`config.mk`:
```
export PLATFORM = sky130hd
export DESIGN_NAME = fortran_record_deframer_top
export DESIGN_NICKNAME = d
export VERILOG_FILES = /design/src/sv/rdf_pkg.sv /design/src/sv/rdf_engine.sv /design/src/sv/fortran_record_deframer_top.sv
export SDC_FILE = /design/constraint.sdc
export NUM_CORES = 1
export LEC_CHECK = 0
export BUFFER_PORTS_ARGS = -buffer_cell sky130_fd_sc_hd__clkbuf_2
export CORE_ASPECT_RATIO = 0.75
export CORE_MARGIN = 2
export CORE_UTILIZATION = 45
export CTS_BUF_LIST = sky130_fd_sc_hd__clkbuf_4
export CTS_CLUSTER_DIAMETER = 30
export DETAILED_ROUTE_END_ITERATION = 8
export PLACE_DENSITY = 0.69
export SLEW_MARGIN = 25
export SYNTH_ARGS = -nofsm -noshare
export SYNTH_HDL_FRONTEND = slang
export SYNTH_SLANG_ARGS = --single-unit
```
`constraint.sdc`:
```
create_clock -name clk -period 8.9 [get_ports clk]
set_input_delay 1.78 -clock clk [delete_from_list [all_inputs] [get_ports clk]]
set_output_delay 1.78 -clock clk [all_outputs]
set_load 0.02 [all_outputs]
```
`src/sv/rdf_pkg.sv`:
```
// shared types, codes and defaults for the record deframer
package rdf_pkg;

  localparam int MAX_HEADER_BYTES_DEF = 8;

  localparam int CFG_ADDR_W = 4;
  localparam int CFG_DATA_W = 32;

  localparam logic [1:0] REG_HEADER_SIZE = 2'd0;
  localparam logic [1:0] REG_BIG_ENDIAN  = 2'd1;
  localparam logic [1:0] REG_MAX_LEN     = 2'd2;

  localparam logic [3:0]  HEADER_SIZE_RST = 4'd4;
  localparam logic        BIG_ENDIAN_RST  = 1'b0;
  localparam logic [30:0] MAX_LEN_RST     = 31'd65536;

  localparam logic [1:0] ST_PAYLOAD   = 2'd0;
  localparam logic [1:0] ST_BAD_LEN   = 2'd1;
  localparam logic [1:0] ST_EARLY_END = 2'd2;

  typedef struct packed {
    logic [3:0]  header_size;
    logic        big_endian;
    logic [30:0] max_record_len;
  } rdf_cfg_t;

  typedef struct packed {
    logic [7:0]  data;
    logic        last;
    logic [1:0]  status;
    logic [30:0] len;
  } rdf_result_t;

endpackage

```
`src/sv/rdf_engine.sv`:
```
// per-byte deframing state and step logic
module rdf_engine #(
  parameter int MAX_HEADER_BYTES = rdf_pkg::MAX_HEADER_BYTES_DEF
) (
  input  logic                clk,
  input  logic                rst_n,
  input  rdf_pkg::rdf_cfg_t   cfg,
  input  logic                take,
  input  logic [7:0]          in_byte,
  input  logic                in_end_of_data,
  output logic                emit,
  output rdf_pkg::rdf_result_t result
);

  localparam logic [1:0] PH_HEADER  = 2'd0;
  localparam logic [1:0] PH_PAYLOAD = 2'd1;
  localparam logic [1:0] PH_TRAILER = 2'd2;
  localparam logic [3:0] MAX_HS     = 4'(MAX_HEADER_BYTES);

  logic [1:0]  phase_r, phase_nxt;
  logic [30:0] count_r, count_nxt;
  logic [31:0] marker_r, marker_nxt;
  logic [30:0] cur_len_r, cur_len_nxt;

  logic [3:0]  hs;
  logic [1:0]  phase_e;
  logic [30:0] count_e;
  logic [31:0] marker_e;
  logic [30:0] count_inc;
  logic [31:0] marker_upd;
  logic        hs_done;
  logic        bad_len;

  always_comb begin
    if (cfg.header_size == 4'd0) begin
      hs = 4'd1;
    end else if (cfg.header_size > MAX_HS) begin
      hs = MAX_HS;
    end else begin
      hs = cfg.header_size;
    end
  end

  // unused phase code behaves as a fresh header wait
  assign phase_e  = (phase_r > PH_TRAILER) ? PH_HEADER : phase_r;
  assign count_e  = (phase_r > PH_TRAILER) ? 31'd0 : count_r;
  assign marker_e = (phase_r > PH_TRAILER) ? 32'd0 : marker_r;

  assign count_inc = count_e + 31'd1;
  assign hs_done   = count_inc >= {27'd0, hs};

  always_comb begin
    if (cfg.big_endian) begin
      marker_upd = {marker_e[23:0], in_byte};
    end else if (count_e < 31'd4) begin
      marker_upd = marker_e | ({24'd0, in_byte} << {count_e[1:0], 3'b000});
    end else begin
      marker_upd = marker_e;
    end
  end

  assign bad_len = (hs >= 4'd4 && marker_upd[31]) || (marker_upd == 32'd0) ||
                   (marker_upd > {1'b0, cfg.max_record_len});

  always_comb begin
    phase_nxt   = phase_e;
    count_nxt   = count_e;
    marker_nxt  = marker_e;
    cur_len_nxt = cur_len_r;
    emit        = 1'b0;
    result      = '0;
    if (in_end_of_data) begin
      emit          = 1'b1;
      result.status = rdf_pkg::ST_EARLY_END;
      result.len    = (phase_e == PH_HEADER) ? 31'd0 : cur_len_r;
      phase_nxt     = PH_HEADER;
      count_nxt     = 31'd0;
      marker_nxt    = 32'd0;
    end else begin
      case (phase_e)
        PH_PAYLOAD: begin
          emit        = 1'b1;
          result.data = in_byte;
          result.last = count_inc >= cur_len_r;
          result.len  = cur_len_r;
          if (count_inc >= cur_len_r) begin
            phase_nxt = PH_TRAILER;
            count_nxt = 31'd0;
          end else begin
            count_nxt = count_inc;
          end
        end
        PH_TRAILER: begin
          if (hs_done) begin
            phase_nxt  = PH_HEADER;
            count_nxt  = 31'd0;
            marker_nxt = 32'd0;
          end else begin
            count_nxt = count_inc;
          end
        end
        default: begin
          if (!hs_done) begin
            count_nxt  = count_inc;
            marker_nxt = marker_upd;
          end else if (bad_len) begin
            emit          = 1'b1;
            result.status = rdf_pkg::ST_BAD_LEN;
            phase_nxt     = PH_HEADER;
            count_nxt     = 31'd0;
            marker_nxt    = 32'd0;
          end else begin
            cur_len_nxt = marker_upd[30:0];
            phase_nxt   = PH_PAYLOAD;
            count_nxt   = 31'd0;
            marker_nxt  = marker_upd;
          end
        end
      endcase
    end
  end

  always_ff @(posedge clk) begin
    if (!rst_n) begin
      phase_r   <= PH_HEADER;
      count_r   <= 31'd0;
      marker_r  <= 32'd0;
      cur_len_r <= 31'd0;
    end else if (take) begin
      phase_r   <= phase_nxt;
      count_r   <= count_nxt;
      marker_r  <= marker_nxt;
      cur_len_r <= cur_len_nxt;
    end
  end

endmodule

```
`src/sv/fortran_record_deframer_top.sv`:
```
// top level of the unformatted sequential record deframer
//
// channel   direction  handshake                  payload
// in_       input      in_valid / in_ready        in_byte, in_end_of_data
// out_      output     out_valid / out_ready      out_byte, out_last_byte, out_status,
//                                                 out_record_len
// cfg_      apb slave  psel, penable, pwrite      paddr (4 bits), pwdata / prdata (32 bits)
//
// one item per cycle sustained while the result is drained; an item's result shows in the cycle after acceptance
// the step logic is one pass between the engine state and the output register
// in_ready stays high while the output register is empty or being drained this cycle
// a stalled result holds in the output register and blocks only the next item
// rst_n is synchronous; state returns to waiting for a header, registers to defaults
module fortran_record_deframer_top #(
  parameter int MAX_HEADER_BYTES = rdf_pkg::MAX_HEADER_BYTES_DEF
) (
  input  logic                          clk,
  input  logic                          rst_n,
  // input stream
  input  logic                          in_valid,
  output logic                          in_ready,
  input  logic [7:0]                    in_byte,
  input  logic                          in_end_of_data,
  // result stream
  output logic                          out_valid,
  input  logic                          out_ready,
  output logic [7:0]                    out_byte,
  output logic                          out_last_byte,
  output logic [1:0]                    out_status,
  output logic [30:0]                   out_record_len,
  // configuration
  input  logic                          cfg_psel,
  input  logic                          cfg_penable,
  input  logic                          cfg_pwrite,
  input  logic [rdf_pkg::CFG_ADDR_W-1:0] cfg_paddr,
  input  logic [rdf_pkg::CFG_DATA_W-1:0] cfg_pwdata,
  output logic [rdf_pkg::CFG_DATA_W-1:0] cfg_prdata,
  output logic                          cfg_pready
);

  rdf_pkg::rdf_cfg_t    cfg_r;
  rdf_pkg::rdf_result_t step_res;
  rdf_pkg::rdf_result_t res_r;
  logic                 out_valid_r;
  logic                 step_emit;
  logic                 take;
  logic                 cfg_wr;
  logic [1:0]           cfg_idx;

  // ---------------- configuration registers ----------------
  assign cfg_pready = 1'b1;
  assign cfg_wr     = cfg_psel && cfg_penable && cfg_pwrite;
  // registers sit on word addresses; index is the word number
  assign cfg_idx    = cfg_paddr[3:2];

  always_ff @(posedge clk) begin
    if (!rst_n) begin
      cfg_r.header_size    <= rdf_pkg::HEADER_SIZE_RST;
      cfg_r.big_endian     <= rdf_pkg::BIG_ENDIAN_RST;
      cfg_r.max_record_len <= rdf_pkg::MAX_LEN_RST;
    end else if (cfg_wr) begin
      case (cfg_idx)
        rdf_pkg::REG_HEADER_SIZE: cfg_r.header_size    <= cfg_pwdata[3:0];
        rdf_pkg::REG_BIG_ENDIAN:  cfg_r.big_endian     <= cfg_pwdata[0];
        rdf_pkg::REG_MAX_LEN:     cfg_r.max_record_len <= cfg_pwdata[30:0];
        default: begin
          // writes past the register list are dropped
        end
      endcase
    end
  end

  always_comb begin
    case (cfg_idx)
      rdf_pkg::REG_HEADER_SIZE: cfg_prdata = {28'd0, cfg_r.header_size};
      rdf_pkg::REG_BIG_ENDIAN:  cfg_prdata = {31'd0, cfg_r.big_endian};
      rdf_pkg::REG_MAX_LEN:     cfg_prdata = {1'b0, cfg_r.max_record_len};
      default:                  cfg_prdata = '0;
    endcase
  end

  // ---------------- deframing engine ----------------
  // accept whenever the output register is free or empties this cycle
  assign in_ready = !out_valid_r || out_ready;
  assign take     = in_valid && in_ready;

  rdf_engine #(
    .MAX_HEADER_BYTES(MAX_HEADER_BYTES)
  ) u_engine (
    .clk            (clk),
    .rst_n          (rst_n),
    .cfg            (cfg_r),
    .take           (take),
    .in_byte        (in_byte),
    .in_end_of_data (in_end_of_data),
    .emit           (step_emit),
    .result         (step_res)
  );

  // ---------------- output register ----------------
  always_ff @(posedge clk) begin
    if (!rst_n) begin
      out_valid_r <= 1'b0;
    end else if (take) begin
      // header and trailer bytes leave nothing behind, unless a header reads a bad length
      out_valid_r <= step_emit;
    end else if (out_ready) begin
      out_valid_r <= 1'b0;
    end
  end

  always_ff @(posedge clk) begin
    if (take && step_emit) begin
      res_r <= step_res;
    end
  end

  assign out_valid      = out_valid_r;
  assign out_byte       = res_r.data;
  assign out_last_byte  = res_r.last;
  assign out_status     = res_r.status;
  assign out_record_len = res_r.len;

endmodule

```
==> impl_summary.log <==
INFO  metric maximum_number_of_pins_on_one_net_before_global_route_repair = 70
INFO  metric grt_setup_unrepaired = no
INFO  metric vdd_ir_drop_max = 92.6 uV
INFO  metric finish.cell_count_without_fillers = between 1.5k and 2k
INFO  metric core_area = approximately 23,000 um^2
INFO  metric tritoncts = done
INFO  metric postCtsSetupBuffers = 0
INFO  metric clock_tree.htree_level_count = 4
INFO  metric grt.overflow.total = 0
INFO  metric timing.hold.worst.class = reg -> reg
INFO  metric worst_clock_skew = between 30 and 40 ps
INFO  metric route.vias.total = ~9.3k
INFO  metric worst_ep_required_time = around 9200 ps
INFO  metric max_slew_margin = 37.2%
INFO  metric post_cts_resize_count = 0
INFO  metric layout_area_overhead = 10.7%
INFO  metric clk_pin_slew = around 140 ps
INFO  metric post-layout-total-power = roughly 1.5 mW
INFO  metric hp-start = cfg_r[9]
INFO  metric yosysUniqueCellTypes = 79
INFO  metric post_synth.cell_area_avg = a little under 9 um^2
INFO  metric worstReg2RegStart = u_engine.phase_r[0]
INFO  metric total_grt_usage = ~24%
INFO  metric max_slew_violations = 0
INFO  metric syn_inst = around 1.2k
INFO  metric fin_tns_setup = 0 ps
INFO  metric ioPinCount = between 100 and 150
INFO  metric worst_setup_path_end_kind = register
INFO  metric postSynthRegisterBits = 175
INFO  metric drc = 0
INFO  metric number_of_rows_in_the_core_area = 48
INFO  metric p_leak = ~4.7 nW
INFO  metric startpoint = u_engine.phase_r[0]
INFO  metric synth-edff-count = 42
INFO  metric cts_inserted_buffers = 17
INFO  metric clock_sink_count = about 180
INFO  metric start_util = around 46%
INFO  metric period_minus_slack = around 6300 ps
INFO  metric critPathArrivalTime = about 6600 ps
INFO  metric asyncSetResetFlopFracSynth = 0%
INFO  metric clock_path_buffers = 2
INFO  metric die_area = roughly 25,000 um^2
INFO  metric sequential_share_of_the_synthesized_area = 37.3%
INFO  metric synthesis.area = between 10,000 and 15,000 um^2
INFO  metric timing.critical_path.from_type = register
INFO  metric placed_cells = 1,576
INFO  metric die_h = ~140 um
INFO  metric synth-main-ff-cell = dfxtp_1
INFO  metric via_count_of_the_first_global_routing_pass = between 8k and 9k
INFO  metric yosys_warnings = 0
INFO  metric setup.worst_path.class = reg -> reg
INFO  metric globalplace.congestion = 0.922
INFO  metric drt-total-wl = approximately 30,000 um
INFO  metric hold_vio_cnt_final = 0
INFO  metric firstDrtPassIters = 5
INFO  metric run_status = finished, final reports clean
INFO  metric critical_path_peak_fanout = 37
INFO  metric drt_first_iter_violations = 852
INFO  metric buffer_ports.inserted = between 100 and 150
INFO  metric drive_gt1_share = 17.2%
INFO  metric hold_buffers = 0
INFO  metric final-setup-viol-count = 0
INFO  metric p_per_area = 131 nW/um^2
INFO  metric die-width = about 180 um
INFO  metric worst_pin_slew = around 940 ps
INFO  metric maxCapViolations = 0
INFO  metric achievable_freq = about 160 MHz
INFO  metric grt_pass1_wl = around 47,000 um
INFO  metric finish.net_count = 1,418
INFO  metric min_period_over_period = approximately 70%
INFO  metric clock_latency = between 600 and 700 ps
INFO  metric drt-wirelength-per-cell = 18.3 um
INFO  metric post-dp-hpwl = between 20,000 and 25,000 um
INFO  metric number_of_antenna_violations_at_the_first_check_in_global_routing = 1
INFO  metric viasPerCell = slightly below 6
INFO  metric postSynthNetCount = ~1.3k
INFO  metric fillers = roughly 2.2k
INFO  metric postRouteAntennaNets = 0
INFO  metric cts-root-buf = clkbuf_4
==> sequential cells by signal (all words and copies together) (netlist names), 2 cells and up <==
| register | flops |
|---|---|
| u_engine.count_r | 31 |
| out_byte | 8 |
| out_record_len | 31 |
| out_status | 2 |
| u_engine.cur_len_r | 31 |
| cfg_r | 36 |
| u_engine.phase_r | 2 |
| u_engine.marker_r | 32 |
==> logic make-up after synthesis <==
| group | count (synthesis) | share of synthesized area (%) |
|---|---|---|
| AND/OR/NAND/NOR | 456 | 23.0 |
| flip-flops | 175 | 37.3 |
| adder cells (fa/ha/maj) | 71 | 8.45 |
| other | 2 | 0.0714 |
| multiplexers | 33 | 3.14 |
| AO/OA/AOI/OAI | 291 | 19.7 |
| buffers and inverters | 157 | 6.25 |
| XOR/XNOR | 25 | 2.08 |
==> cell usage after synthesis, types with 4 or more instances <==
| master | instances | area share (%) |
|---|---|---|
| o31ai_1 | 7 | 0.50 |
| nand3_1 | 24 | 1.1 |
| ha_1 | 71 | 8.5 |
| xor2_1 | 6 | 0.50 |
| buf_4 | 4 | 0.29 |
| a211oi_2 | 19 | 2.3 |
| o21ai_0 | 22 | 1.0 |
| nand4_1 | 16 | 0.95 |
| nor4_1 | 20 | 1.2 |
| buf_2 | 16 | 0.76 |
| a21o_1 | 18 | 1.3 |
| buf_6 | 4 | 0.43 |
| nor3_1 | 49 | 2.3 |
| a31oi_1 | 5 | 0.30 |
| a22o_1 | 46 | 3.8 |
| a2111oi_0 | 7 | 0.58 |
| nor3b_1 | 7 | 0.50 |
| nand2_1 | 120 | 4.3 |
| edfxtp_1 | 42 | 12 |
| inv_1 | 83 | 3.0 |
| mux2i_1 | 33 | 3.1 |
| o21a_1 | 7 | 0.50 |
| xnor2_1 | 19 | 1.6 |
| clkbuf_1 | 42 | 1.5 |
| nor2_1 | 86 | 3.1 |
| or2_2 | 6 | 0.36 |
| buf_1 | 5 | 0.18 |
| and3_1 | 4 | 0.24 |
| a21oi_1 | 110 | 5.2 |
| or4_1 | 6 | 0.43 |
| nand2b_1 | 9 | 0.54 |
| nor2b_1 | 14 | 0.83 |
| dfxtp_1 | 133 | 25 |
| and2_1 | 67 | 4.0 |
| a211oi_1 | 13 | 0.93 |
==> path summary, 6_finish.rpt <==
path	to	slack, ps	cells after the start
min reg2reg	cfg_r[9]	480	2
min	cfg_r[9]	480	2
max	out_record_len[0]	2610	14
max reg2reg	out_record_len[0]	2610	14
==> per-layer routing <==
metal / GRT usage [%] / vias up / share of wire [%]
met5: 0 / - / 0
met4: 6.18 / 0 / 1.7
met3: 6.32 / 40 / 8.9
met2: 34.0 / 405 / 40
met1: 36.2 / 4416 / 49
li1: - / 4487 / -
==> worst max-delay path, cell delays in order (launching register included) <==
cell and delay [ps]:
dfxtp_1 380, ha_2 450, buf_4 370, nor4b_1 710, nand2_1 110, o32ai_1 740, ha_1 250, nand4_1 140
nor4_1 770, a221oi_1 150, o21ai_0 150, a211o_1 290, nand3_1 300, a21oi_4 690, buf_4 430
==> power breakdown <==
part	switching, mW	internal, mW
registers	0.00776	0.825
logic	0.116	0.0600
clock network	0.314	0.198
total	0.438	1.08
==> metrics by stage <==
stage	area, um^2	worst slack [ps]	hold WS, ps	util, %
detailed placement	11300	2590	458	49.2
global route	11600	2160	504	50.6
CTS	11600	2700	479	50.5
global placement	11300	2650	455	49.2
floorplan	10500	2270	442	-
finish	11600	2610	477	50.6
==> cell type report <==
type	count	area (um^2)	area share, %
antenna	1	2.50	0.0215
clock inverter	15	184	1.58
multi-input combinational	878	5970	51.3
sequential	175	3920	33.7
clock buffer	17	128	1.10
tap	300	375	3.23
inverter	84	315	2.71
timing repair buffer	139	736	6.32
==> cells in the final DEF, fill, tap and decap left out, drive strengths merged, types with 32 or more instances in the layout <==
master / count
dfxtp: 133
nor2: 86
edfxtp: 42
a211oi: 32
clkbuf: 140
nand2: 120
mux2i: 33
a22o: 46
inv: 88
nor3: 52
ha: 71
and2: 67
a21oi: 113
Power figures use the tool's default switching activity.
